--- src/design/gnd_pkg.sv ---
// ----------------------------------------------------------------------------
// Gauge needle driver package
// Shared types, register indexes, reset values and the constant divider.
// ----------------------------------------------------------------------------
package gnd_pkg;

   localparam int ANGLE_W    = 11;
   localparam int SPEED_W    = 12;
   localparam int SLOPE_W    = 20;
   localparam int SLOPE_MAG_W = 18;
   localparam int PROD_W     = 30;
   localparam int QUOT_W     = 24;
   localparam int ZONE_W     = 3;
   localparam int CSR_IDX_W  = 2;
   localparam int CSR_DATA_W = 12;
   localparam int NUM_ZONES  = 4;

   localparam logic [CSR_IDX_W-1:0] REG_ARC_START   = 2'd0;
   localparam logic [CSR_IDX_W-1:0] REG_ARC_END     = 2'd1;
   localparam logic [CSR_IDX_W-1:0] REG_FULL_SCALE  = 2'd2;
   localparam logic [CSR_IDX_W-1:0] REG_ALERT_SPEED = 2'd3;

   localparam logic OP_SPEED = 1'b0;
   localparam logic OP_TICK  = 1'b1;

   localparam logic [ZONE_W-1:0] ZONE_GREEN       = 3'd0;
   localparam logic [ZONE_W-1:0] ZONE_LIGHT_GREEN = 3'd1;
   localparam logic [ZONE_W-1:0] ZONE_YELLOW      = 3'd2;
   localparam logic [ZONE_W-1:0] ZONE_ORANGE      = 3'd3;
   localparam logic [ZONE_W-1:0] ZONE_RED         = 3'd4;

   localparam logic signed [ANGLE_W-1:0] ARC_START_RST = 11'sd0;
   localparam logic signed [ANGLE_W-1:0] ARC_END_RST   = 11'sd270;
   localparam logic [SPEED_W-1:0] FULL_SCALE_RST  = 12'd300;
   localparam logic [SPEED_W-1:0] ALERT_SPEED_RST = 12'd280;
   localparam logic [SPEED_W-1:0] LAST_SPEED_RST  = 12'd1;

   localparam logic signed [SPEED_W-1:0] STEP_CAP  = 12'sd8;
   localparam logic signed [SPEED_W-1:0] SNAP_DIST = 12'sd2;

   // x / 100 is (x / 4) / 25; x / 25 is a reciprocal multiply, exact for 28-bit x.
   localparam logic [28:0] RECIP_25       = 29'd343597384;
   localparam int          RECIP_25_SHIFT = 33;

   typedef struct packed {
      logic                op;
      logic [SPEED_W-1:0]  speed_sample;
   } req_type;

   typedef struct packed {
      logic signed [ANGLE_W-1:0] needle_angle;
      logic [ZONE_W-1:0]         colour_zone;
      logic                      alert_pulse;
      logic                      still_moving;
   } rsp_type;

   typedef struct packed {
      logic signed [ANGLE_W-1:0]          arc_start_deg;
      logic signed [ANGLE_W-1:0]          arc_end_deg;
      logic [SPEED_W-1:0]                 alert_speed;
      logic signed [SLOPE_W-1:0]          angle_slope;
      logic [NUM_ZONES-1:0][ANGLE_W-1:0]  zone_angles;
   } cfg_type;

   typedef struct packed {
      logic                      op;
      logic [SPEED_W-1:0]        speed;
      logic signed [ANGLE_W-1:0] target;
   } item_type;

   function automatic logic [QUOT_W-1:0] div100(input logic [PROD_W-1:0] x);
      logic [56:0] p;
      p = 57'(x[PROD_W-1:2]) * 57'(RECIP_25);
      return p[56:RECIP_25_SHIFT];
   endfunction

endpackage

--- src/design/gnd_target_pipe.sv ---
// ----------------------------------------------------------------------------
// Gauge needle driver target pipeline
// Registers each input item, multiplies the speed by the slope, divides by
// one hundred and clamps the resulting target angle to the arc.
// ----------------------------------------------------------------------------
module gnd_target_pipe (
   input  logic               clock,
   input  logic               reset,
   input  logic               req_valid,
   output logic               req_stall,
   input  gnd_pkg::req_type   req_payload,
   input  logic               busy,
   input  gnd_pkg::cfg_type   cfg,
   output logic               item_valid,
   input  logic               item_ready,
   output gnd_pkg::item_type  item
);
   import gnd_pkg::*;

   logic                      v1_ff, v2_ff, v3_ff;
   logic                      rdy1, rdy2, rdy3, accept;
   req_type                   s1_ff;
   logic                      s2_op_ff, s2_neg_ff;
   logic [SPEED_W-1:0]        s2_speed_ff;
   logic [PROD_W-1:0]         s2_prod_ff, s2_prod_in;
   item_type                  s3_ff, s3_in;

   logic [SLOPE_W-1:0]        slope_neg;
   logic [SLOPE_MAG_W-1:0]    slope_mag;
   logic [QUOT_W-1:0]         q;
   logic signed [QUOT_W:0]    off;
   logic signed [QUOT_W+1:0]  t, start_x, end_x;

   assign rdy3      = !v3_ff || item_ready;
   assign rdy2      = !v2_ff || rdy3;
   assign rdy1      = !v1_ff || rdy2;
   assign req_stall = busy || !rdy1;
   assign accept    = req_valid && !req_stall;

   always_comb begin
      slope_neg  = -cfg.angle_slope;
      slope_mag  = cfg.angle_slope[SLOPE_W-1] ? slope_neg[SLOPE_MAG_W-1:0]
                                              : cfg.angle_slope[SLOPE_MAG_W-1:0];
      s2_prod_in = PROD_W'(s1_ff.speed_sample) * PROD_W'(slope_mag);

      q       = div100(s2_prod_ff);
      off     = s2_neg_ff ? -$signed({1'b0, q}) : $signed({1'b0, q});
      start_x = {{(QUOT_W+2-ANGLE_W){cfg.arc_start_deg[ANGLE_W-1]}}, cfg.arc_start_deg};
      end_x   = {{(QUOT_W+2-ANGLE_W){cfg.arc_end_deg[ANGLE_W-1]}}, cfg.arc_end_deg};
      t       = {off[QUOT_W], off} + start_x;
      s3_in.op    = s2_op_ff;
      s3_in.speed = s2_speed_ff;
      if (t < start_x) begin
         s3_in.target = cfg.arc_start_deg;
      end else if (t > end_x) begin
         s3_in.target = cfg.arc_end_deg;
      end else begin
         s3_in.target = t[ANGLE_W-1:0];
      end
   end

   always_ff @(posedge clock) begin
      if (reset) begin
         v1_ff <= 1'b0;
         v2_ff <= 1'b0;
         v3_ff <= 1'b0;
      end else begin
         if (rdy1) begin
            v1_ff <= accept;
         end
         if (rdy2) begin
            v2_ff <= v1_ff;
         end
         if (rdy3) begin
            v3_ff <= v2_ff;
         end
      end
   end

   always_ff @(posedge clock) begin
      if (accept) begin
         s1_ff <= req_payload;
      end
      if (rdy2 && v1_ff) begin
         s2_op_ff    <= s1_ff.op;
         s2_speed_ff <= s1_ff.speed_sample;
         s2_neg_ff   <= cfg.angle_slope[SLOPE_W-1];
         s2_prod_ff  <= s2_prod_in;
      end
      if (rdy3 && v2_ff) begin
         s3_ff <= s3_in;
      end
   end

   assign item_valid = v3_ff;
   assign item       = s3_ff;

endmodule

--- config.mk ---
export PLATFORM = sky130hd
export DESIGN_NAME = gnd_target_pipe
export DESIGN_NICKNAME = d
export VERILOG_FILES = /design/src/design/gnd_pkg.sv /design/src/design/gnd_target_pipe.sv
export SDC_FILE = /design/constraint.sdc
export NUM_CORES = 2
export LEC_CHECK = 0
export BUFFER_PORTS_ARGS = -buffer_cell sky130_fd_sc_hd__buf_2
export CAP_MARGIN = 20
export CORE_ASPECT_RATIO = 0.75
export CORE_MARGIN = 4
export CORE_UTILIZATION = 55
export CTS_BUF_LIST = sky130_fd_sc_hd__clkbuf_2 sky130_fd_sc_hd__clkbuf_4 sky130_fd_sc_hd__clkbuf_8
export DETAILED_ROUTE_END_ITERATION = 10
export PLACE_DENSITY = 0.75
export SLEW_MARGIN = 0
export SYNTH_ARGS = -nofsm -noshare
export SYNTH_HDL_FRONTEND = slang
export SYNTH_SLANG_ARGS = --single-unit
--- constraint.sdc ---
create_clock -name clock -period 30.8 [get_ports clock]
set_input_delay 1.54 -clock clock [delete_from_list [all_inputs] [get_ports clock]]
set_output_delay 1.54 -clock clock [all_outputs]
set_load 0.05 [all_outputs]
Yosys cells after proc, flatten, opt, wreduce, memory -nomap -nowiden
Index checks and enable logic that the tools add are counted.
{"block": "classes", "addsub": 3, "n_mul": 2, "order_cmp": 2, "n_mux": 4, "reduce_logical": 12}
{"operator": "multiplier 28 x 26 -> 54 bit (second input constant)", "n": 1}
{"operator": "multiplier 12 x 18 -> 30 bit", "n": 1}
{"operator": "adder 25 x 11 -> 26 bit", "n": 1}
{"operator": "greater-than comparator 26 x 11 -> 1 bit", "n": 1}
{"operator": "less-than comparator 26 x 11 -> 1 bit", "n": 1}
{"operator": "two-way mux 25 bit", "n": 1}
{"operator": "negation 24 -> 25 bit", "n": 1}
{"operator": "two-way mux 11 bit", "n": 2}
{"operator": "two-way mux 18 bit", "n": 1}
{"operator": "negation 18 bit", "n": 1}
{"operator": "zero test 1 bit", "n": 5}
{"operator": "logical OR 1 bit", "n": 4}
{"operator": "logical AND 1 bit", "n": 3}
{"block": "word_totals", "regBits": 84, "input_bits": 116, "output_inout_bits": 26, "wordCells": 35}

Longest topological paths before layout
{"block": "logic_depth", "word_depth": 8, "mapped_depth": 50, "ltp_nobuf": 49}

Worst setup path after synthesis
OpenSTA, ideal clock, no wires.
{"block": "synth_path", "path_kind": "reg-to-reg", "start": "register s2_prod_ff[18]", "end": "register s3_ff, in the netlist item[10], data pin", "setup_time_ns": 0.279, "arrival_time_ns": 10.766, "required_time_ns": 30.521, "setup_slack_ns": 19.755, "path_stages_with_launch": 40, "n_path_buf": 1, "synth_period_minus_slack_ns": 11.045, "cell_sequence": "edfxtp_1 ha_1 inv_1 fa_1 inv_1 fa_1 fa_1 fa_1 fa_1 inv_1 fa_1 inv_1 ha_1 and4_4 nand3_1 or2_1 a2111o_1 and3_4 (+4 left out) o41ai_2 xnor2_1 ha_1 or2_2 a21oi_1 a31oi_1 a211o_1 a21oi_1 xnor2_1 ha_1 nand4_1 nor4_1 o21ai_0 nor4b_1 a211oi_1 clkbuf_1 mux2i_1 mux2i_1"}
{"element": "start: declaration", "line": "gnd_target_pipe.sv:25", "text": "logic [PROD_W-1:0] s2_prod_ff, s2_prod_in;"}
{"element": "start signal: assignment", "line": "gnd_target_pipe.sv:88", "text": "s2_prod_ff <= s2_prod_in;"}
{"element": "end signal: assignment", "line": "gnd_target_pipe.sv:91", "text": "s3_ff <= s3_in;"}
{"element": "end: declaration", "line": "gnd_target_pipe.sv:26", "text": "item_type s3_ff, s3_in;"}

==> out/qor.yml <==
global_routing:
  grtUsageTotal_pct: 25.44
  grt_overflow: 0
  grt_max_degree: 43
  grt_pass1_vias: 18590
  grt_pass1_wl_um: 97570
  antenna_found_initial: 1
worst_setup_path:
  critPathBufInv: 6
  slowest_stage: "edfxtp_1"
  cp_top_family: "adder cells"
  crit_top_cell: "fa_1"
  r2r-start: "s2_prod_ff[11]$_DFFE_PP_"
  cpPeakStageDelay_ns: 0.77
  worst-r2r-setup-slack_ns: 17.17
  crit_required_ns: 30.92
  worstPathArrival_ns: 13.75
  path_class: "reg -> reg"
  cp_max_fo: 11
  cp-startpoint: "s2_prod_ff[11]$_DFFE_PP_"
  end_kind: "flop"
  crit_path_start_kind: "flop"
die:
  die_height_um: 191.7
  rows: 66
  io_pins: 142
  chipWidth_um: 252.9
  die_area_um2: 48470
  coreArea_um2: 43930
  initial_core_util_pct: 56.31
clocking:
  clock-sinks: 82
  cts_buffer_depth: 2
  path_clk_slew_ns: 0.09
  clk_latency_ns: 0.37
  ctsResizeCount: 0
  root_buffer: "clkbuf_8"
  cts_made_buffers: 9
  hold_buffers: 0
  cts-htree-levels: 3
  cts_tree: "built"
  post_cts_buffers: 0
synthesis:
  ys_seq_area_share_pct: 9.832
  ys_seq_elements: 82
  ys_types: 78
  yosysWarnings: 0
  synth_area_per_cell_um2: 9.653
  synth_ff_type: "edfxtp_1"
  syn_nets: 3555
  synth_edf_count: 79
  synth_async_sr_flop_share_pct: 0
  netlist_area_um2: 24740
  syn_inst: 2563
place:
  portBuffers: 84
  gp_congestion: 0.9860
  hpwl_um: 52230
drt:
  firstDrtPassIters: 5
  drc_errors: 0
  drtIter0Drc: 1097
  postRouteAntennaNets: 0
  vias: 17590
  vias_per_cell: 5.492
  wl_per_cell_um: 18.66
  wirelength_um: 59760
cells_and_area:
  multi_input_comb_area_um2: 19760
  drive_gt1_share_pct: 5.981
  area_growth_syn_to_layout_pct: 5.174
  seqCellArea_um2: 2432
  num-fill-cells: 3696
  nNetsFinal: 3612
  n_antenna_cell: 0
sta:
  finalCritPeriodShare_pct: 44.26
  setup_viol: 0
  tightest_slew_ns: 1.160
  relSlewSlack_pct: 22.08
  fin_crit_ns: 13.63
  fin_tns_setup_ns: 0
  hold_viol: 0
  rsz0062_at_grt: "no"
  fmax_ghz: 0.07336
  final_max_slew_viol_count: 0
  finClkSkew_ns: 0.02099
run_status:
  status: "complete, no violations"
worst_hold_path:
  hold_path.startpoint: "s2_speed_ff[2]$_DFFE_PP_"
  min_path_type: "reg -> reg"
flow_run:
  drv_cap: 0
[logic make-up after synthesis]
group           Yosys count  synth area share, %
fa+ha+maj               876                57.05
buf+inv                 672                10.36
simple gates            495                9.857
compound gates          307                8.127
xor+xnor                107                3.788
flops                    82                9.832
mux                      24               0.9862
[worst register-to-register path, delay by kind of cell, from the launching register on]
| family | cells | cell delay (ns) |
|---|---|---|
| xor+xnor | 3 | 1.38 |
| flops | 1 | 0.77 |
| mux | 2 | 0.62 |
| fa+ha+maj | 11 | 4.79 |
| buf+inv | 6 | 0.58 |
| simple gates | 10 | 2.19 |
| compound gates | 12 | 3.07 |
[final timing paths]
| path | end | depth (start not counted) |
|---|---|---|
| setup / recovery | item[0]$_DFFE_PP_ | 44 |
| hold / removal | item[13]$_DFFE_PP_ | 0 |
| setup reg to reg | item[0]$_DFFE_PP_ | 44 |
| hold reg to reg | item[13]$_DFFE_PP_ | 0 |
[layout make-up]
class,instances,area share (%)
Inverter,620,8.944
Multi-Input combinational cell,1809,75.96
Sequential cell,82,9.348
Clock inverter,7,0.3991
Tap cell,578,2.779
Clock buffer,9,0.4761
Timing Repair Buffer,98,2.097
[layout by cell type (no fill, tap or decap), drive strengths merged, types with 17 or more instances in the layout]
cell type	count
a21o	40
a21oi	91
and2	73
buf	98
edfxtp	79
fa	420
ha	456
inv	624
mux2i	21
nand2	226
nand3	17
nand4	19
nor2	44
nor2b	19
nor3	21
o21ai	63
o31ai	18
xnor2	82
xor2	25
[metal layers]
metal / track usage [%] / vias up / wire, um
li1: - / 8300 / -
met1: 36.79 / 8672 / 27420
met2: 39.23 / 579 / 25780
met3: 7.852 / 39 / 6001
met4: 2.947 / 2 / 548
met5: 0 / - / 13
[per-stage QoR]
step	utilization [%]	worst slack [ns]	hold WS (ns)	area [um2]	std cells
3_3_place_gp	58.49	17.74	0.4030	25700	3177
6_report	59.23	17.17	0.4261	26020	3203
3_5_place_dp	58.49	17.47	0.4045	25700	3177
5_1_grt	59.23	16.52	0.4346	26020	3203
4_1_cts	59.01	17.43	0.4284	25920	3193
2_1_floorplan	-	19.76	0.4003	24740	2563
[flip-flops by register name, summed over array words and instances (netlist names)]
| name | count |
|---|---|
| s2_prod_ff | 28 |
| item | 24 |
| s1_ff | 13 |
| s2_speed_ff | 12 |
| item_valid | 1 |
| s2_neg_ff | 1 |
| s2_op_ff | 1 |
| v1_ff | 1 |
| v2_ff | 1 |
[cell usage after synthesis (19+ instances only)]
cell type  instances  area, um2
a21o_1            39      292.8
a21oi_1           91      455.4
and2_1            73      456.7
clkbuf_1          40      150.1
edfxtp_1          79       2372
fa_1             420       8408
ha_1             456       5705
inv_1            620       2327
mux2i_1           21      210.2
nand2_1          226      848.3
nor2_1            44      165.2
nor2b_1           19      118.9
nor3_1            21      105.1
o21ai_0           61      305.3
xnor2_1           82      718.2
xor2_1            25      219.0
Power is left out: the tool's default activity adds up to more than one toggle a clock period on the data nets, which glitch-free logic cannot reach.
