$ cat config.mk
export PLATFORM = sky130hd
export DESIGN_NAME = gnd_needle
export DESIGN_NICKNAME = d
export VERILOG_FILES = /design/src/design/gnd_pkg.sv /design/src/design/gnd_needle.sv
export SDC_FILE = /design/constraint.sdc
export NUM_CORES = 1
export LEC_CHECK = 0
export ABC_CLOCK_PERIOD_IN_PS = 13260
export CORE_ASPECT_RATIO = 0.75
export CORE_MARGIN = 2
export CORE_UTILIZATION = 25
export DETAILED_ROUTE_END_ITERATION = 16
export DONT_BUFFER_PORTS = 1
export GPL_TIMING_DRIVEN = 0
export PLACE_DENSITY = 0.46
export SYNTH_ARGS = -nofsm -noshare
export SYNTH_HDL_FRONTEND = slang
export SYNTH_SLANG_ARGS = --single-unit
$ cat constraint.sdc
create_clock -name clock -period 13.26 [get_ports clock]
set_clock_uncertainty 0.05 [all_clocks]
set_input_delay 1.989 -clock clock [delete_from_list [all_inputs] [get_ports clock]]
set_output_delay 1.989 -clock clock [all_outputs]
set_load 0.02 [all_outputs]
$ cat src/design/gnd_pkg.sv
// ----------------------------------------------------------------------------
// Gauge needle driver package
// Shared types, register indexes, reset values and the constant divider.
// ----------------------------------------------------------------------------
package gnd_pkg;

   localparam int ANGLE_W    = 11;
   localparam int SPEED_W    = 12;
   localparam int SLOPE_W    = 20;
   localparam int SLOPE_MAG_W = 18;
   localparam int PROD_W     = 30;
   localparam int QUOT_W     = 24;
   localparam int ZONE_W     = 3;
   localparam int CSR_IDX_W  = 2;
   localparam int CSR_DATA_W = 12;
   localparam int NUM_ZONES  = 4;

   localparam logic [CSR_IDX_W-1:0] REG_ARC_START   = 2'd0;
   localparam logic [CSR_IDX_W-1:0] REG_ARC_END     = 2'd1;
   localparam logic [CSR_IDX_W-1:0] REG_FULL_SCALE  = 2'd2;
   localparam logic [CSR_IDX_W-1:0] REG_ALERT_SPEED = 2'd3;

   localparam logic OP_SPEED = 1'b0;
   localparam logic OP_TICK  = 1'b1;

   localparam logic [ZONE_W-1:0] ZONE_GREEN       = 3'd0;
   localparam logic [ZONE_W-1:0] ZONE_LIGHT_GREEN = 3'd1;
   localparam logic [ZONE_W-1:0] ZONE_YELLOW      = 3'd2;
   localparam logic [ZONE_W-1:0] ZONE_ORANGE      = 3'd3;
   localparam logic [ZONE_W-1:0] ZONE_RED         = 3'd4;

   localparam logic signed [ANGLE_W-1:0] ARC_START_RST = 11'sd0;
   localparam logic signed [ANGLE_W-1:0] ARC_END_RST   = 11'sd270;
   localparam logic [SPEED_W-1:0] FULL_SCALE_RST  = 12'd300;
   localparam logic [SPEED_W-1:0] ALERT_SPEED_RST = 12'd280;
   localparam logic [SPEED_W-1:0] LAST_SPEED_RST  = 12'd1;

   localparam logic signed [SPEED_W-1:0] STEP_CAP  = 12'sd8;
   localparam logic signed [SPEED_W-1:0] SNAP_DIST = 12'sd2;

   // x / 100 is (x / 4) / 25; x / 25 is a reciprocal multiply, exact for 28-bit x.
   localparam logic [28:0] RECIP_25       = 29'd343597384;
   localparam int          RECIP_25_SHIFT = 33;

   typedef struct packed {
      logic                op;
      logic [SPEED_W-1:0]  speed_sample;
   } req_type;

   typedef struct packed {
      logic signed [ANGLE_W-1:0] needle_angle;
      logic [ZONE_W-1:0]         colour_zone;
      logic                      alert_pulse;
      logic                      still_moving;
   } rsp_type;

   typedef struct packed {
      logic signed [ANGLE_W-1:0]          arc_start_deg;
      logic signed [ANGLE_W-1:0]          arc_end_deg;
      logic [SPEED_W-1:0]                 alert_speed;
      logic signed [SLOPE_W-1:0]          angle_slope;
      logic [NUM_ZONES-1:0][ANGLE_W-1:0]  zone_angles;
   } cfg_type;

   typedef struct packed {
      logic                      op;
      logic [SPEED_W-1:0]        speed;
      logic signed [ANGLE_W-1:0] target;
   } item_type;

   function automatic logic [QUOT_W-1:0] div100(input logic [PROD_W-1:0] x);
      logic [56:0] p;
      p = 57'(x[PROD_W-1:2]) * 57'(RECIP_25);
      return p[56:RECIP_25_SHIFT];
   endfunction

endpackage

$ cat src/design/gnd_needle.sv
// ----------------------------------------------------------------------------
// Gauge needle driver needle state and result register
// Applies the speed change and overspeed alert, takes one easing step on a
// tick or a speed change, classifies the colour zone and holds the result
// until it is transferred.
module gnd_needle (
   input  logic               clock,
   input  logic               reset,
   input  logic               item_valid,
   output logic               item_ready,
   input  gnd_pkg::item_type  item,
   input  gnd_pkg::cfg_type   cfg,
   output logic               rsp_valid,
   input  logic               rsp_stall,
   output gnd_pkg::rsp_type   rsp_payload
);
   import gnd_pkg::*;

   logic [SPEED_W-1:0]        last_speed_ff, last_speed_in;
   logic                      armed_off_ff, armed_off_in;
   logic signed [ANGLE_W-1:0] target_ff, target_in;
   logic signed [ANGLE_W-1:0] current_ff, current_in;
   logic                      rsp_valid_ff;
   rsp_type                   rsp_ff, rsp_in;

   logic                      take, is_speed, changed, pulse, do_ease;
   logic signed [SPEED_W-1:0] d, nd, inc, step, cur_sum;

   assign item_ready = !rsp_valid_ff || !rsp_stall;
   assign take       = item_valid && item_ready;

   always_comb begin
      is_speed      = (item.op == OP_SPEED);
      changed       = is_speed && (item.speed != last_speed_ff);
      do_ease       = changed || !is_speed;
      last_speed_in = changed ? item.speed : last_speed_ff;
      target_in     = changed ? item.target : target_ff;
      pulse         = 1'b0;
      armed_off_in  = armed_off_ff;
      if (changed) begin
         if ((cfg.alert_speed != '0) && !armed_off_ff && (item.speed >= cfg.alert_speed)) begin
            armed_off_in = 1'b1;
            pulse        = 1'b1;
         end else if (armed_off_ff && (item.speed < cfg.alert_speed)) begin
            armed_off_in = 1'b0;
         end
      end

      d  = $signed({target_in[ANGLE_W-1], target_in}) - $signed({current_ff[ANGLE_W-1], current_ff});
      nd = -d;
      if (d >= SNAP_DIST) begin
         inc  = d >>> 1;
         step = (inc > STEP_CAP) ? STEP_CAP : inc;
      end else if (d <= -SNAP_DIST) begin
         inc  = nd >>> 1;
         step = (inc > STEP_CAP) ? -STEP_CAP : -inc;
      end else begin
         inc  = d;
         step = d;
      end
      cur_sum    = $signed({current_ff[ANGLE_W-1], current_ff}) + step;
      current_in = do_ease ? cur_sum[ANGLE_W-1:0] : current_ff;

      rsp_in.needle_angle = current_in;
      rsp_in.alert_pulse  = pulse;
      rsp_in.still_moving = (current_in != target_in);
      if (current_in > $signed(cfg.zone_angles[3])) begin
         rsp_in.colour_zone = ZONE_RED;
      end else if (current_in > $signed(cfg.zone_angles[2])) begin
         rsp_in.colour_zone = ZONE_ORANGE;
      end else if (current_in > $signed(cfg.zone_angles[1])) begin
         rsp_in.colour_zone = ZONE_YELLOW;
      end else if (current_in > $signed(cfg.zone_angles[0])) begin
         rsp_in.colour_zone = ZONE_LIGHT_GREEN;
      end else begin
         rsp_in.colour_zone = ZONE_GREEN;
      end
   end

   always_ff @(posedge clock) begin
      if (reset) begin
         last_speed_ff <= LAST_SPEED_RST;
         armed_off_ff  <= 1'b0;
         target_ff     <= ARC_START_RST;
         current_ff    <= ARC_START_RST;
         rsp_valid_ff  <= 1'b0;
      end else begin
         if (item_ready) begin
            rsp_valid_ff <= item_valid;
         end
         if (take) begin
            last_speed_ff <= last_speed_in;
            armed_off_ff  <= armed_off_in;
            target_ff     <= target_in;
            current_ff    <= current_in;
         end
      end
   end

   always_ff @(posedge clock) begin
      if (take) begin
         rsp_ff <= rsp_in;
      end
   end

   assign rsp_valid   = rsp_valid_ff;
   assign rsp_payload = rsp_ff;

endmodule

### After elaboration in Yosys (flattened, before gate mapping)

Cells that the tools add are included.

* bitwise operators: 1
* multiplexer cells: 12
* equal/unequal tests: 2
* $lt $le $gt $ge: 10
* reductions and logical operators: 14
* add/sub/neg operators: 4

Operator list (number)
* $mux 11: 6
* $gt 11x11->1: 4
* $gt 11x5->1 const B: 2
* $ge 12x12->1: 1
* $ge 12x3->1 const B: 1
* $le 12x2->1 const B: 1
* $lt 12x12->1: 1
* $ne 12x12->1: 1
* $neg 12->12: 1
* $reduce_bool 12->1: 1
* $sub 11x11->12: 1
* $add 11x11->11: 1
* $ne 11x11->1: 1
* $neg 11->11: 1
* $logic_and 1x1->1: 5
* $mux 1: 4
* $mux 2: 2
* $logic_not 1->1: 3
* $reduce_and 3->1: 1
* $logic_or 1x1->1: 2
* $reduce_and 2->1: 1
* $reduce_bool 2->1: 1
* $not 1->1: 1

* output and inout bits: 18
* logic and storage cells: 52
* bits of input ports: 126
* bits in registers: 52

### Logic depth before layout (Yosys ltp)

* depth after elaboration: 15
* mapped depth: 41
* gate-level depth less buffers: 39

### Worst setup path after synthesis

Ideal clock, no wire load.

* path type: input port to flip-flop
* start point: input port item[12] in the netlist's numbering
* end point: register rsp_ff, in the netlist rsp_payload[2], data pin
* arrival time: 9731 ps
* setup slack: 3214 ps
* path buffers: 2
* library setup time: 264 ps
* required time: 12946 ps
* cell stages on the path: 38
* path through: xnor2_1 -> nand4_1 -> nor3_1 -> nor2_1 -> clkbuf_1 -> a21oi_1 -> ha_1 -> inv_1 -> fa_1 -> a21o_1 -> a221oi_2 -> xnor2_2 -> or4b_1 -> or4b_4 -> a211oi_1 -> a31oi_1 -> a21oi_1 -> o21a_1 -> (+2 left out) -> o22ai_1 -> ha_1 -> fa_1 -> a21oi_1 -> nor2b_1 -> o31a_1 -> o211ai_1 -> a21oi_1 -> or4b_2 -> a211oi_2 -> nor3_4 -> xnor2_1 -> ha_1 -> nand4_1 -> nor3_1 -> a211o_1 -> nand4_1 -> a21oi_1

* word-level cells in the longest chain between the ends: 15
* elaborated cells on any way between the ends: 24
* classes of those cells: add/sub (4); order compare (8); eq/ne (1); mux (9); reduce/logical (2)

Ends and longest elaborated chain
* from (decl): line gnd_needle.sv:11 `input gnd_pkg::item_type item,`
* $ne 12x12->1 *: line gnd_needle.sv:34 `changed = is_speed && (item.speed != last_speed_ff);`
* $logic_and 1x1->1 *: line gnd_needle.sv:34
* $mux 11: line gnd_needle.sv:37 `target_in = changed ? item.target : target_ff;`
* $sub 11x11->12: line gnd_needle.sv:49 `d = $signed({target_in[ANGLE_W-1], target_in}) - $signed({current_ff[ANGLE_W-1], current_ff});`
* $neg 12->12: line gnd_needle.sv:50 `nd = -d;`
* $neg 11->11 / $gt 11x5->1 (equally long branches): line gnd_needle.sv:56 `step = (inc > STEP_CAP) ? -STEP_CAP : -inc;`
* $mux 11: line gnd_needle.sv:56
* $mux 11: line gnd_needle.sv:54 `end else if (d <= -SNAP_DIST) begin`
* $mux 11: line gnd_needle.sv:51 `if (d >= SNAP_DIST) begin`
* $add 11x11->11: line gnd_needle.sv:61 `cur_sum = $signed({current_ff[ANGLE_W-1], current_ff}) + step;`
* $mux 11 *: line gnd_needle.sv:62 `current_in = do_ease ? cur_sum[ANGLE_W-1:0] : current_ff;`
* via current_in[10]: line gnd_needle.sv:22 `logic signed [ANGLE_W-1:0] current_ff, current_in;`
* $gt 11x11->1: line gnd_needle.sv:73 `end else if (current_in > $signed(cfg.zone_angles[0])) begin`
* $mux 1: line gnd_needle.sv:73
* $mux 2: line gnd_needle.sv:71 `end else if (current_in > $signed(cfg.zone_angles[1])) begin`
* $mux 2: line gnd_needle.sv:69 `end else if (current_in > $signed(cfg.zone_angles[2])) begin`
* to (signal assigned): line gnd_needle.sv:102 `rsp_ff <= rsp_in;`
* to (decl): line gnd_needle.sv:24 `rsp_type rsp_ff, rsp_in;`

The timed path passes the listed nets; every way through them passes the cells marked *.
A chain may end at the register's enable or synchronous reset.

### Worst setup path after layout

* start point: input port item[20] in the netlist's numbering
* end point: register rsp_ff, in the netlist rsp_payload[2], data pin

Same word-level chain as after synthesis.

==> run_results.csv <==
group,metric,value,unit
setup_path,cp.arrival,11.53,ns
flow_run,drv.max_cap_violation_count,0,
setup_path,worst_ep_required_time,13.26,ns
global_route,grtUsageTotal,14.0,%
logic_synthesis,synth_sequential_area_ratio,22.3,%
sta,setup_repair_after_global_routing_missed_its_margin,"no",
sta,final_max_slew_viol_count,0,
setup_path,critical_path.startpoint,"item[20]",
sta,setup_violations_final,0,
sta,period_minus_slack,11.54,ns
sta,max_freq,86.7,MHz
setup_path,path_class,"input pin to flip-flop",
route,via_cell_ratio,4.75,
floorplanning,die_width,174,um
clock_network,clock_path_buffers,2,
setup_path,category_of_the_worst_setup_path_launch_point,"input pin",
setup_path,slowest_stage,"or4b_2",
setup_path,max_stage_delay,0.64,ns
worst_hold_path,timing.hold.worst.class,"flip-flop to flip-flop",
global_route,total_grt_overflow,0,
floorplanning,num_io_pins,144,
finish,nNetsFinal,892,
logic_synthesis,synthDistinctLibCells,68,
logic_synthesis,post_synth_xor_area_fraction,7.70,%
route,detailroute.via_count,4613,
logic_synthesis,synth_top_family_by_area,"compound AO/OA/AOI/OAI gates",
floorplanning,start_util,25.5,%
setup_path,crit_top_cell,"a21oi_1",
worst_hold_path,whs_path_depth,2,
route,route.detailed.wl_per_inst,16.4,um
logic_synthesis,synth_compound_area_share,22.7,%
logic_synthesis,ys_async_sr_fraction,0,%
logic_synthesis,synth-warning-count,0,
placed_design,hpwlAfterDp,13.1,mm
sta,timing_hold_violations_final,0,
finish,antenna-diode-count,0,
global_route,pin_count_of_the_biggest_net_entering_global_routing,26,
logic_synthesis,synth_fa_ha_area_share,19.5,%
worst_hold_path,hold_start,"target_ff[8]$_SDFFE_PP0P_",
clock_network,clk_transition_reported_paths,0.08,ns
placed_design,cell_count_after_placement,964,
placed_design,placement.io_buffers,0,
power,worst_vdd_rail_ir_drop,0.113,mV
setup_path,rr_startpoint,"last_speed_ff[9]$_SDFFE_PP0P_",
logic_synthesis,synthesized_flop_and_latch_total,52,
sta,slew_headroom,20.4,%
finish,nFillCells,2371,
logic_synthesis,net_count_of_the_mapped_netlist,882,
floorplanning,fp.coreArea,0.0212,mm2
clock_network,clock_insertion_delay_worst_skew,0.30,ns
sta,worst_margin_pin_slew,1.18,ns
setup_path,r2r_cells,38,
route,post-route-drc-count,0,
route,postRouteAntennaNets,0,
route,routed_wirelength,16.0,mm
outcome,result_of_the_run,"finished, final reports clean",
logic_synthesis,count_of_flip_flops_with_a_built_in_enable_after_synthesis,16,
clock_network,post_cts_hold_buffer_count,0,
route,dr.first_iter.drc_count,256,
power,power_per_cell_area,214,mW/mm2
global_route,first_global_vias,4450,
placed_design,gp_congestion,0.784,
clock_network,h-tree-depth,2,
global_route,grt_pass1_wl,25.3,mm
clock_network,cts-root-buf,"clkbuf_16",
floorplanning,row_count,46,
setup_path,worst_setup_path_end_kind,"flip-flop",
clock_network,cts_repair_resize_count,0,
sta,setup-tns-final,0,ns
clock_network,cts_inserted_buffers,5,
sta,fin_crit_sh,87.0,%
route,first_pass_iters,4,
clock_network,cts_post_setup_buffers_inserted,0,
floorplanning,dieHeight,131,um
logic_synthesis,mappedNetlistArea,0.00539,mm2
logic_synthesis,synthesis.instances,673,
floorplanning,fp.dieArea,0.0228,mm2
global_route,grt_antenna_before_repair,0,
logic_synthesis,synthFlopType,"dfxtp_1",
finish,layout-drive-gt1-share,6.29,%
setup_path,crit_path_max_fanout,10,
power,total_leakage_power,2.50,nW
logic_synthesis,avgSynthCellArea,8.01,um2
logic_synthesis,yosys.area_share.simple,17.9,%
finish,area_growth_syn_to_layout,10.1,%
clock_network,cts.sinks,52,
logic_synthesis,yosys-mux-area-fraction,2.88,%
finish,fin_cells,972,
clock_network,cts_tree,"built",
sta,hold-worst-slack,0.405,ns
[final timing paths]
| kind | to | slack (ns) |
|---|---|---|
| worst max-delay path | rsp_payload[2]$_SDFFCE_PN0P_ | 1.72 |
| worst min-delay path | target_ff[8]$_SDFFE_PP0P_ | 0.41 |
| worst max register to register | rsp_payload[2]$_SDFFCE_PN0P_ | 3.06 |
| worst min register to register | target_ff[8]$_SDFFE_PP0P_ | 0.41 |
[where the power goes]
part	internal [W]	total [W]	switching (W)	leakage (nW)
clock	0.0000729	0.000139	0.0000665	0.0767
sequential	0.000212	0.000258	0.0000460	0.449
combinational	0.000362	0.000875	0.000513	1.98
[Yosys cell counts, types with 6 or more instances]
library cell  instances  area, um2
xor2_1               17        149
nand4_1              17        106
mux2_2               12        135
edfxtp_1             16        480
nor2b_1               8       50.1
a21oi_1              60        300
dfxtp_1              36        721
o21a_1               36        270
nand2_1              72        270
nor2_1               38        143
a31oi_1               9       56.3
xnor2_1              26        228
nand3_1              10       50.1
o21ai_0              20        100
o22ai_1               8       50.1
a21o_1                7       52.6
inv_1                79        297
a211oi_1             10       75.1
clkbuf_1             15       56.3
nor3_1               15       75.1
nor4_1                6       37.5
ha_1                 81       1010
[sequential cells by signal, summed over array words and instances, names as in the netlist]
name           cells
current_ff        11
armed_off_ff       1
target_ff         11
rsp_payload       16
last_speed_ff     12
rsp_valid          1
[critical path: cells and delay by family]
kind / cells / cell delay (ns)
AOI/OAI and AO/OA: 16 / 3.16
xor gates and xnor gates: 3 / 0.91
adders and majority gates: 5 / 1.45
buffers and inverters: 3 / 0.79
and+or+nand+nor: 11 / 3.22
[placed cells by master (no fill, tap or decap), types with 3 or more instances in the layout]
master / instances
and3_1: 4
a31oi_1: 9
nand3_1: 10
mux2_2: 12
clkbuf_16: 5
xnor2_1: 26
o211ai_1: 3
a21oi_1: 60
nand2_1: 72
o21a_1: 36
o22ai_1: 8
xor2_1: 17
o21ai_0: 17
nand2b_1: 4
edfxtp_1: 16
dfxtp_1: 36
a21o_1: 7
ha_1: 81
a211oi_1: 10
nor4_1: 5
a22oi_1: 4
nor2_1: 38
nand4_1: 17
nor3_1: 15
nor2b_1: 8
clkbuf_1: 15
or3_1: 5
buf_4: 3
inv_1: 79
o21ai_1: 4
or2_2: 3
[layout make-up]
type	instances	area, um2	area share (%)
multi-input combinational	523	3820	64.4
sequential	52	1200	20.2
tap	288	360	6.07
inverter	80	300	5.06
clock buffer	5	125	2.11
buffer	18	77.6	1.31
clock inverter	3	28.8	0.485
timing repair buffer	3	22.5	0.379
[metrics by stage]
step	setup slack, ns	utilization (%)	power, W	cell area, um2
finish	1.72	28.0	0.00127	5940
global route	0.908	28.0	0.00140	5940
CTS	1.72	28.0	0.00129	5940
detailed placement	1.42	27.3	0.00114	5780
global placement	1.39	27.2	0.00113	5750
floorplan	3.21	-	0.000899	5390
[routing by layer]
layer | GRT usage (%) | vias up | part of all wire, %
li1 | - | 2440 | -
met4 | 2.47 | 0 | 0.73
met2 | 19.5 | 76 | 39
met1 | 22.1 | 2092 | 56
met5 | 0 | - | 0
met3 | 2.52 | 5 | 4.8
[cell families after synthesis]
logic type,count (synthesis)
AND/OR/NAND/NOR,196
AO/OA/AOI/OAI,185
buffers and inverters,98
adder cells (fa/ha/maj),83
flip-flops,52
XOR/XNOR,45
multiplexers,14
(Power assumes the default switching activity.)
