### src/design/gnd_pkg.sv
// ----------------------------------------------------------------------------
// Gauge needle driver package
// Shared types, register indexes, reset values and the constant divider.
// ----------------------------------------------------------------------------
package gnd_pkg;

   localparam int ANGLE_W    = 11;
   localparam int SPEED_W    = 12;
   localparam int SLOPE_W    = 20;
   localparam int SLOPE_MAG_W = 18;
   localparam int PROD_W     = 30;
   localparam int QUOT_W     = 24;
   localparam int ZONE_W     = 3;
   localparam int CSR_IDX_W  = 2;
   localparam int CSR_DATA_W = 12;
   localparam int NUM_ZONES  = 4;

   localparam logic [CSR_IDX_W-1:0] REG_ARC_START   = 2'd0;
   localparam logic [CSR_IDX_W-1:0] REG_ARC_END     = 2'd1;
   localparam logic [CSR_IDX_W-1:0] REG_FULL_SCALE  = 2'd2;
   localparam logic [CSR_IDX_W-1:0] REG_ALERT_SPEED = 2'd3;

   localparam logic OP_SPEED = 1'b0;
   localparam logic OP_TICK  = 1'b1;

   localparam logic [ZONE_W-1:0] ZONE_GREEN       = 3'd0;
   localparam logic [ZONE_W-1:0] ZONE_LIGHT_GREEN = 3'd1;
   localparam logic [ZONE_W-1:0] ZONE_YELLOW      = 3'd2;
   localparam logic [ZONE_W-1:0] ZONE_ORANGE      = 3'd3;
   localparam logic [ZONE_W-1:0] ZONE_RED         = 3'd4;

   localparam logic signed [ANGLE_W-1:0] ARC_START_RST = 11'sd0;
   localparam logic signed [ANGLE_W-1:0] ARC_END_RST   = 11'sd270;
   localparam logic [SPEED_W-1:0] FULL_SCALE_RST  = 12'd300;
   localparam logic [SPEED_W-1:0] ALERT_SPEED_RST = 12'd280;
   localparam logic [SPEED_W-1:0] LAST_SPEED_RST  = 12'd1;

   localparam logic signed [SPEED_W-1:0] STEP_CAP  = 12'sd8;
   localparam logic signed [SPEED_W-1:0] SNAP_DIST = 12'sd2;

   // x / 100 is (x / 4) / 25; x / 25 is a reciprocal multiply, exact for 28-bit x.
   localparam logic [28:0] RECIP_25       = 29'd343597384;
   localparam int          RECIP_25_SHIFT = 33;

   typedef struct packed {
      logic                op;
      logic [SPEED_W-1:0]  speed_sample;
   } req_type;

   typedef struct packed {
      logic signed [ANGLE_W-1:0] needle_angle;
      logic [ZONE_W-1:0]         colour_zone;
      logic                      alert_pulse;
      logic                      still_moving;
   } rsp_type;

   typedef struct packed {
      logic signed [ANGLE_W-1:0]          arc_start_deg;
      logic signed [ANGLE_W-1:0]          arc_end_deg;
      logic [SPEED_W-1:0]                 alert_speed;
      logic signed [SLOPE_W-1:0]          angle_slope;
      logic [NUM_ZONES-1:0][ANGLE_W-1:0]  zone_angles;
   } cfg_type;

   typedef struct packed {
      logic                      op;
      logic [SPEED_W-1:0]        speed;
      logic signed [ANGLE_W-1:0] target;
   } item_type;

   function automatic logic [QUOT_W-1:0] div100(input logic [PROD_W-1:0] x);
      logic [56:0] p;
      p = 57'(x[PROD_W-1:2]) * 57'(RECIP_25);
      return p[56:RECIP_25_SHIFT];
   endfunction

endpackage

### src/design/gnd_derive.sv
// ----------------------------------------------------------------------------
// Gauge needle driver configuration and derivation
// Holds the configuration registers and derives the slope with a bit-serial
// divider, then the four colour-zone boundary angles one after another.
// ----------------------------------------------------------------------------
module gnd_derive (
   input  logic                              clock,
   input  logic                              reset,
   input  logic                              csr_valid,
   output logic                              csr_ready,
   input  logic [gnd_pkg::CSR_IDX_W-1:0]     csr_index,
   input  logic [gnd_pkg::CSR_DATA_W-1:0]    csr_data,
   output logic                              busy,
   output gnd_pkg::cfg_type                  cfg
);
   import gnd_pkg::*;

   localparam logic [1:0] ST_IDLE = 2'd0;
   localparam logic [1:0] ST_DIV  = 2'd1;
   localparam logic [1:0] ST_ZMUL = 2'd2;
   localparam logic [1:0] ST_ZSAT = 2'd3;
   localparam int DIV_STEPS = 18;

   logic signed [ANGLE_W-1:0] arc_start_ff, arc_end_ff;
   logic [SPEED_W-1:0]        full_scale_ff, alert_speed_ff;
   logic [1:0]                state_ff;
   logic [4:0]                cnt_ff;
   logic [SPEED_W-1:0]        rem_ff, rem_in;
   logic [SLOPE_MAG_W-1:0]    quo_ff, quo_in;
   logic signed [SLOPE_W-1:0] slope_ff, slope_in;
   logic [NUM_ZONES-1:0][ANGLE_W-1:0] zone_ff;
   logic [1:0]                zsel_ff;
   logic [PROD_W-1:0]         zprod_ff, zprod_in;

   logic [SPEED_W-1:0]        fs_eff;
   logic signed [SPEED_W-1:0] diff;
   logic [SPEED_W-1:0]        diff_abs;
   logic [SLOPE_MAG_W-1:0]    num;
   logic [SPEED_W:0]          trial, trial_sub;
   logic                      ge;
   logic [SPEED_W-1:0]        half;
   logic [19:0]               part_prod;
   logic [8:0]                part;
   logic [SPEED_W-1:0]        zspd;
   logic [SLOPE_W-1:0]        slope_neg;
   logic [SLOPE_MAG_W-1:0]    slope_mag;
   logic [QUOT_W-1:0]         zq;
   logic signed [QUOT_W:0]    zoff;
   logic signed [QUOT_W+1:0]  zsum;
   logic [ANGLE_W-1:0]        zsat;
   logic                      wr;

   assign busy      = (state_ff != ST_IDLE);
   assign csr_ready = !busy;
   assign wr        = csr_valid && csr_ready;

   always_comb begin
      fs_eff    = (full_scale_ff == '0) ? 12'd1 : full_scale_ff;
      diff      = {arc_end_ff[ANGLE_W-1], arc_end_ff} - {arc_start_ff[ANGLE_W-1], arc_start_ff};
      diff_abs  = diff[SPEED_W-1] ? 12'(-diff) : diff;
      num       = (18'(diff_abs) << 6) + (18'(diff_abs) << 5) + (18'(diff_abs) << 2);
      trial     = {rem_ff, num[5'(DIV_STEPS-1) - cnt_ff]};
      ge        = (trial >= {1'b0, fs_eff});
      trial_sub = trial - {1'b0, fs_eff};
      rem_in    = ge ? trial_sub[SPEED_W-1:0] : trial[SPEED_W-1:0];
      quo_in    = {quo_ff[SLOPE_MAG_W-2:0], ge};
      slope_in  = diff[SPEED_W-1] ? -$signed({2'b00, quo_in}) : $signed({2'b00, quo_in});

      half      = fs_eff >> 1;
      part_prod = 20'(fs_eff[SPEED_W-1:2]) * 20'd683;
      part      = part_prod[19:11];
      case (zsel_ff)
         2'd0:    zspd = half;
         2'd1:    zspd = half + 12'({part, 1'b0});
         2'd2:    zspd = half + 12'({part, 2'b00});
         default: zspd = half + 12'({part, 2'b00}) + 12'(part);
      endcase
      slope_neg = -slope_ff;
      slope_mag = slope_ff[SLOPE_W-1] ? slope_neg[SLOPE_MAG_W-1:0]
                                      : slope_ff[SLOPE_MAG_W-1:0];
      zprod_in  = PROD_W'(zspd) * PROD_W'(slope_mag);

      zq        = div100(zprod_ff);
      zoff      = slope_ff[SLOPE_W-1] ? -$signed({1'b0, zq}) : $signed({1'b0, zq});
      zsum      = {zoff[QUOT_W], zoff} + {{(QUOT_W+2-ANGLE_W){arc_start_ff[ANGLE_W-1]}},
                                          arc_start_ff};
      if (zsum > 26'sd1023) begin
         zsat = 11'sd1023;
      end else if (zsum < -26'sd1024) begin
         zsat = -11'sd1024;
      end else begin
         zsat = zsum[ANGLE_W-1:0];
      end
   end

   always_ff @(posedge clock) begin
      if (reset) begin
         arc_start_ff   <= ARC_START_RST;
         arc_end_ff     <= ARC_END_RST;
         full_scale_ff  <= FULL_SCALE_RST;
         alert_speed_ff <= ALERT_SPEED_RST;
         state_ff       <= ST_DIV;
         cnt_ff         <= '0;
         rem_ff         <= '0;
         zsel_ff        <= '0;
      end else if (wr) begin
         unique case (csr_index)
            REG_ARC_START:   arc_start_ff   <= csr_data[ANGLE_W-1:0];
            REG_ARC_END:     arc_end_ff     <= csr_data[ANGLE_W-1:0];
            REG_FULL_SCALE:  full_scale_ff  <= csr_data;
            REG_ALERT_SPEED: alert_speed_ff <= csr_data;
         endcase
         state_ff <= ST_DIV;
         cnt_ff   <= '0;
         rem_ff   <= '0;
      end else begin
         unique case (state_ff)
            ST_IDLE: begin
            end
            ST_DIV: begin
               rem_ff <= rem_in;
               cnt_ff <= cnt_ff + 5'd1;
               if (cnt_ff == 5'(DIV_STEPS-1)) begin
                  state_ff <= ST_ZMUL;
                  zsel_ff  <= '0;
               end
            end
            ST_ZMUL: begin
               state_ff <= ST_ZSAT;
            end
            ST_ZSAT: begin
               zsel_ff  <= zsel_ff + 2'd1;
               state_ff <= (zsel_ff == 2'(NUM_ZONES-1)) ? ST_IDLE : ST_ZMUL;
            end
         endcase
      end
   end

   always_ff @(posedge clock) begin
      if (state_ff == ST_DIV) begin
         quo_ff <= quo_in;
         if (cnt_ff == 5'(DIV_STEPS-1)) begin
            slope_ff <= slope_in;
         end
      end
      if (state_ff == ST_ZMUL) begin
         zprod_ff <= zprod_in;
      end
      if (state_ff == ST_ZSAT) begin
         zone_ff[zsel_ff] <= zsat;
      end
   end

   always_comb begin
      cfg.arc_start_deg = arc_start_ff;
      cfg.arc_end_deg   = arc_end_ff;
      cfg.alert_speed   = alert_speed_ff;
      cfg.angle_slope   = slope_ff;
      cfg.zone_angles   = zone_ff;
   end

endmodule

### config.mk
export PLATFORM = sky130hd
export DESIGN_NAME = gnd_derive
export DESIGN_NICKNAME = d
export VERILOG_FILES = /design/src/design/gnd_pkg.sv /design/src/design/gnd_derive.sv
export SDC_FILE = /design/constraint.sdc
export NUM_CORES = 2
export LEC_CHECK = 0
export BUFFER_PORTS_ARGS = -buffer_cell sky130_fd_sc_hd__buf_4
export CAP_MARGIN = 10
export CORE_ASPECT_RATIO = 0.8
export CORE_UTILIZATION = 43
export CTS_BUF_LIST = sky130_fd_sc_hd__clkbuf_8
export DETAILED_ROUTE_END_ITERATION = 12
export HOLD_SLACK_MARGIN = 0.03
export PLACE_DENSITY = 0.61
export SYNTH_ARGS = -nofsm -noshare
export SYNTH_HDL_FRONTEND = slang
export SYNTH_SLANG_ARGS = --single-unit
### constraint.sdc
create_clock -name clock -period 11.3 [get_ports clock]
set_input_delay 0 -clock clock [delete_from_list [all_inputs] [get_ports clock]]
set_output_delay 0 -clock clock [all_outputs]
set_load 0.01 [all_outputs]
== Yosys cells after proc, flatten, opt, wreduce, memory -nomap -nowiden ==
Cells that the tools add are included.

* Bits in registers: 178
* Input port bits: 17
* Output and inout bits: 100
* Logic and storage cells: 88

* $add $sub $neg: 15
* $mul: 3
* Order comparisons: 6
* Eq/ne operators: 11
* Multiplexer cells: 19
* Bitwise gates (word level): 1
* Reduce and logical (&&, ||, !) cells: 17

{| class="wikitable"
|+ Operator list
! cell !! count
|-
| $mul A28 B26 Y54 const B || 1
|-
| $bwmux W44 || 1
|-
| $mux W12 || 3
|-
| $mux W18 || 2
|-
| $pmux W12 S3 || 1
|-
| $mux W11 || 3
|-
| $mul A12 B18 Y30 || 1
|-
| $add A25 B11 Y26 || 1
|-
| $gt A26 B11 Y1 const B || 1
|-
| $lt A26 B11 Y1 const B || 1
|-
| $mux W25 || 1
|-
| $neg A24 Y25 || 1
|-
| $demux W11 S2 || 1
|-
| $mul A10 B10 Y20 const B || 1
|-
| $neg A18 Y20 || 1
|-
| $add A18 B14 Y18 || 1
|-
| $add A18 B17 Y18 || 1
|-
| $neg A18 Y18 || 1
|-
| $ge A13 B12 Y1 || 1
|-
| $add A11 B10 Y12 || 1
|-
| $add A11 B11 Y12 || 1
|-
| $add A12 B9 Y12 || 1
|-
| $eq A2 B2 Y1 const B || 6
|-
| $logic_not A12 Y1 || 1
|-
| 26 further kinds || 38
|}

== Longest topological paths before layout ==
* Depth in word-level cells: 10
* Gate-level depth with buffers: 54
* Gate-level depth less buffers: 52

== Worst setup path after synthesis ==
Ideal clock, no wire load.

* Kind: reg2reg
* Start: register full_scale_ff[9]
* End: register zprod_ff[28] (data pin)
* Setup time: 266 ps
* Data arrival time: 11797 ps
* Required time: 11034 ps
* Path slack: -762 ps
* Cell stages (with the launch flop): 49
* Buffers on the path: 2
* Clock period less this slack: 12062 ps
* Cell sequence: dfxtp_1 > clkbuf_1 > ha_1 > ha_1 > inv_1 > fa_1 > inv_1 > fa_1 > inv_1 > fa_1 > inv_1 > ha_1 > and3_1 > a21oi_1 > o21ai_0 > o22a_1 > a21oi_1 > xnor2_1 > [13 not listed] > nor2_1 > fa_1 > fa_1 > fa_1 > fa_1 > inv_1 > fa_1 > inv_1 > ha_1 > a21o_1 > a21oi_1 > o211ai_1 > a21o_1 > a21oi_1 > o21ai_0 > o41ai_1 > o2111ai_1 > xor2_1

* Longest elaborated chain between the ends: 7
* Elaborated cells between the ends (all ways): 8
* Those cells by class: add/sub: 3; mul: 2; mux: 2; reduce/logical: 1

{| class="wikitable"
|+ Ends and longest elaborated chain
! item !! RTL line !! text
|-
| from (decl) || gnd_derive.sv:25 || <nowiki>logic [SPEED_W-1:0] full_scale_ff, alert_speed_ff;</nowiki>
|-
| from (signal assigned) || gnd_derive.sv:110 || <nowiki>REG_FULL_SCALE: full_scale_ff <= csr_data;</nowiki>
|-
| $logic_not A12 Y1 || gnd_derive.sv:58 || <nowiki>fs_eff = (full_scale_ff == '0) ? 12'd1 : full_scale_ff;</nowiki>
|-
| $mux W12 (*) || gnd_derive.sv:58 ||
|-
| $mul A10 B10 Y20 || gnd_derive.sv:70 || <nowiki>part_prod = 20'(fs_eff[SPEED_W-1:2]) * 20'd683;</nowiki>
|-
| $add A11 B11 Y12 || gnd_derive.sv:75, gnd_derive.sv:76 ||
|-
| $add A12 B9 Y12 || gnd_derive.sv:76 || <nowiki>default: zspd = half + 12'({part, 2'b00}) + 12'(part);</nowiki>
|-
| $pmux W12 S3 (*) || gnd_derive.sv:72 || <nowiki>case (zsel_ff)</nowiki>
|-
| $mul A12 B18 Y30 (*) || gnd_derive.sv:81 || <nowiki>zprod_in = PROD_W'(zspd) * PROD_W'(slope_mag);</nowiki>
|-
| named net zprod_in[28] || gnd_derive.sv:33 || <nowiki>logic [PROD_W-1:0] zprod_ff, zprod_in;</nowiki>
|-
| to (signal assigned) || gnd_derive.sv:147 || <nowiki>zprod_ff <= zprod_in;</nowiki>
|-
| to (decl) || gnd_derive.sv:33 ||
|}

The timed path passes the listed nets; every way through them passes the cells marked *.
A chain may end at the register's enable or synchronous reset.

== Final worst setup path ==
* Start: register full_scale_ff[7]
* End: register zprod_ff[29] (data pin)

Same word-level chain as after synthesis.

==> flow_summary.ini <==
[drt]
wl_per_cell_um = 17.4
drc_errors = 0
drt-initial-drc-count = 1876
ant_nets = 0
viasPerCell = 5.18
num_vias = 24200
wl_um = 81400
drtPass1Iterations = 5

[cells_and_area]
drive_above_1_share_pct = 12.8
stdcell_count = 4675
area_growth_pct = 13.8
final_cell_mix = inv_1, ha_1, fa_1
fin_nets = 4671
layout_commonest_cell = inv_1
finalInstanceArea_um2 = 36600
utilization_pct = 49.5

[sta]
hold_slack_ns = 0.276
slew_headroom_pct = 18.7
setup_violations = 0
fmax_mhz = 91.2
period_needed_ns = 10.96
hold_viol = 0
finalCritPeriodShare_pct = 97.0
maxSlewViolCount = 0
skew_ns = 0.0340
worst-slew-pin-transition_ns = 1.21

[yosys]
synth-edff-count = 109
postSynth.asyncResetShare_pct = 0
synthAdderAreaFrac_pct = 49.4
synth.yosys.seq_area_share_pct = 14.4
postSynthCellCount = 3425
syn_area_um2 = 32100
synthMuxAreaShare_pct = 0.335
synth_compound_gate_area_share_pct = 10.6
synth-xor-area-share_pct = 4.99
synth_seq_cells = 176
syn_nets = 4436
yosysWarnings = 0
synth_ff_type = edfxtp_1
syn_area_per_cell_um2 = 9.38
ys_types = 78
synth-simple-area-share_pct = 11.6
synth_top_family_by_area = adder cells

[clocking]
cts_root_buffer = clkbuf_8
cts_made_buffers = 17
clock_latency_ns = 0.55
cts.reportedPaths.clkPinSlew_ns = 0.12
cts.path.max_buffers = 2
cts_tree = built
htree_num_levels = 4
clock_sinks = 176

[worst_setup_path]
r2r_slack_ns = 0.34
critPathMostFrequentCell = fa_1
slowest_stage = fa_1
rr_worst_depth = 50
reg2reg_to = zprod_ff[29]
endpoint_kind = flip-flop
path_delay_family = adder cells
cp.required_ns = 11.60
path_max_fanout = 5
arrival_ns = 11.26
worst_path_largest_cell_delay_ns = 0.52
worstSetupPathType = flip-flop to flip-flop
crit_path_start_kind = flip-flop
reg2reg_from = full_scale_ff[7]
path_buf_inv = 9
crit_start = full_scale_ff[7]

[die]
die_h_um = 246
initial_utilization_pct = 43.5
coreArea_um2 = 73800
dieArea_um2 = 75800
ios = 117
rows = 89
die_x_um = 308

[global_route]
grt_pass1_wl_um = 130000
antenna_found_initial = 1
grt_pass1_vias = 23700
grt_max_degree = 42
grt_use_total_pct = 21.9
grt_overflow = 0

[placement]
place_congestion = 0.907
hpwl_um = 68600
portBuffers = 116
placed_cell_area_um2 = 35000
placed_cells = 4591

[worst_hold_path]
holdCritStartpoint = csr_data[3]
holdPathStages = 4
whs_endpoint = arc_end_ff[3]
holdCritPathClass = primary input to flip-flop

[flow_run]
maxCapViolCount = 0

[power_and_ir_drop]
power.leakage_nw = 17.9
total_power_mw = 1.58
ir_worst_vdd_uv = 109
powerDensity_nw_per_um2 = 43.1

[run_status]
status = complete, no violations
-- per-layer routing --
metal / global-route usage [%] / up-vias / routed length, um
li1: - / 11700 / -
met1: 34.4 / 11900 / 41900
met2: 31.4 / 620 / 33600
met3: 3.66 / 47 / 5260
met4: 3.22 / 0 / 723
met5: 0 / - / 0
-- metrics by stage --
step                      setup TNS, ns  worst slack [ns]
after floorplan                       0            0.0252
after global placement           -0.136           -0.0911
after detailed placement          -1.86            -0.356
after CTS                             0           0.00733
after global routing             -0.230           -0.0835
final                                 0             0.337
-- worst max-delay path by stage --
stage,end,depth (start not counted)
global placement,zprod_ff[29],47
global route,zprod_ff[28],54
finish,zprod_ff[29],50
CTS,cfg[28],37
floorplan,zprod_ff[28],46
detailed placement,zprod_ff[29],47
-- registers in the layout, indices dropped and copies added, names as in the netlist --
name / flops
slope_ff: 20
cfg: 44
zsel_ff: 2
arc_end_ff: 11
alert_speed_ff: 12
full_scale_ff: 12
arc_start_ff: 11
quo_ff: 17
state_ff: 2
zprod_ff: 28
cnt_ff: 5
rem_ff: 12
-- timing repair --
| item | 4_1_cts | 5_1_grt |
|---|---|---|
| hold buffers | 19 | 0 |
| setup buffers | 6 | 25 |
| cloned | 0 | 0 |
| endpoints found under the setup margin | 11 | 54 |
| pin swaps | 28 | 103 |
| endpoints found under the hold margin | 49 | 0 |
| resized for setup | 24 | 129 |
-- power breakdown --
group          internal, mW  leakage (nW)  switching [mW]  total [mW]
Clock                 0.178         0.218           0.309       0.487
Sequential            0.747          1.56          0.0503       0.797
Combinational         0.127          16.1           0.164       0.291
-- final cells by class --
cell class | count | area, um2
Inverter | 667 | 2500
Timing Repair Buffer | 296 | 2330
Clock inverter | 15 | 211
Antenna cell | 1 | 2.50
Sequential cell | 176 | 4630
Multi-Input combinational cell | 2502 | 25400
Fill cell | 6995 | 37300
Tap cell | 1001 | 1250
Clock buffer | 17 | 234
-- cells in the mapped netlist (4+ instances only) --
cell,number,area share (%)
nand2_1,327,3.8
nor2_1,124,1.4
nand2b_1,35,0.68
edfxtp_1,109,10
clkbuf_1,75,0.88
o211ai_1,16,0.37
ha_1,537,21
o22ai_1,6,0.12
and3_1,26,0.51
a31o_2,4,0.11
o21ai_0,90,1.4
o41ai_1,4,0.11
a21oi_1,187,2.9
xnor2_1,125,3.4
a21o_1,50,1.2
nor3_1,52,0.81
dfxtp_1,67,4.2
o21bai_1,20,0.47
a221oi_1,5,0.14
a41oi_1,4,0.11
a21boi_0,9,0.21
or4_1,5,0.12
nand3_1,42,0.65
nand3b_1,4,0.093
nand4_1,15,0.29
and2_1,45,0.88
nor2b_1,49,0.95
xor2_1,58,1.6
or3_1,20,0.39
nor4_1,16,0.31
o21a_1,16,0.37
fa_1,457,28
o21ai_1,13,0.20
or2_2,10,0.19
mux2i_1,4,0.12
inv_1,665,7.8
a31oi_1,19,0.37
a211oi_1,23,0.54
o31ai_1,21,0.49
-- logic make-up (layout without fill, tap and decap cells) --
| kind of cell | count (synthesis) | count (layout) |
|---|---|---|
| AND/OR/NAND/NOR | 783 | 783 |
| adder cells (fa/ha/maj) | 994 | 994 |
| multiplexers | 8 | 8 |
| flip-flops | 176 | 176 |
| buffers and inverters | 747 | 995 |
| AO/OA/AOI/OAI | 534 | 534 |
| other | 0 | 1 |
| XOR/XNOR | 183 | 183 |
-- worst reg2reg max path, delay by kind of cell (launching register included) --
kind | cells | cell delay [ns]
and+or+nand+nor | 5 | 0.63
DFF | 1 | 0.38
xor gates and xnor gates | 4 | 0.54
AOI/OAI and AO/OA | 17 | 2.72
adders and majority gates | 15 | 5.82
buffers and inverters | 9 | 0.62
(Power assumes the default switching activity.)
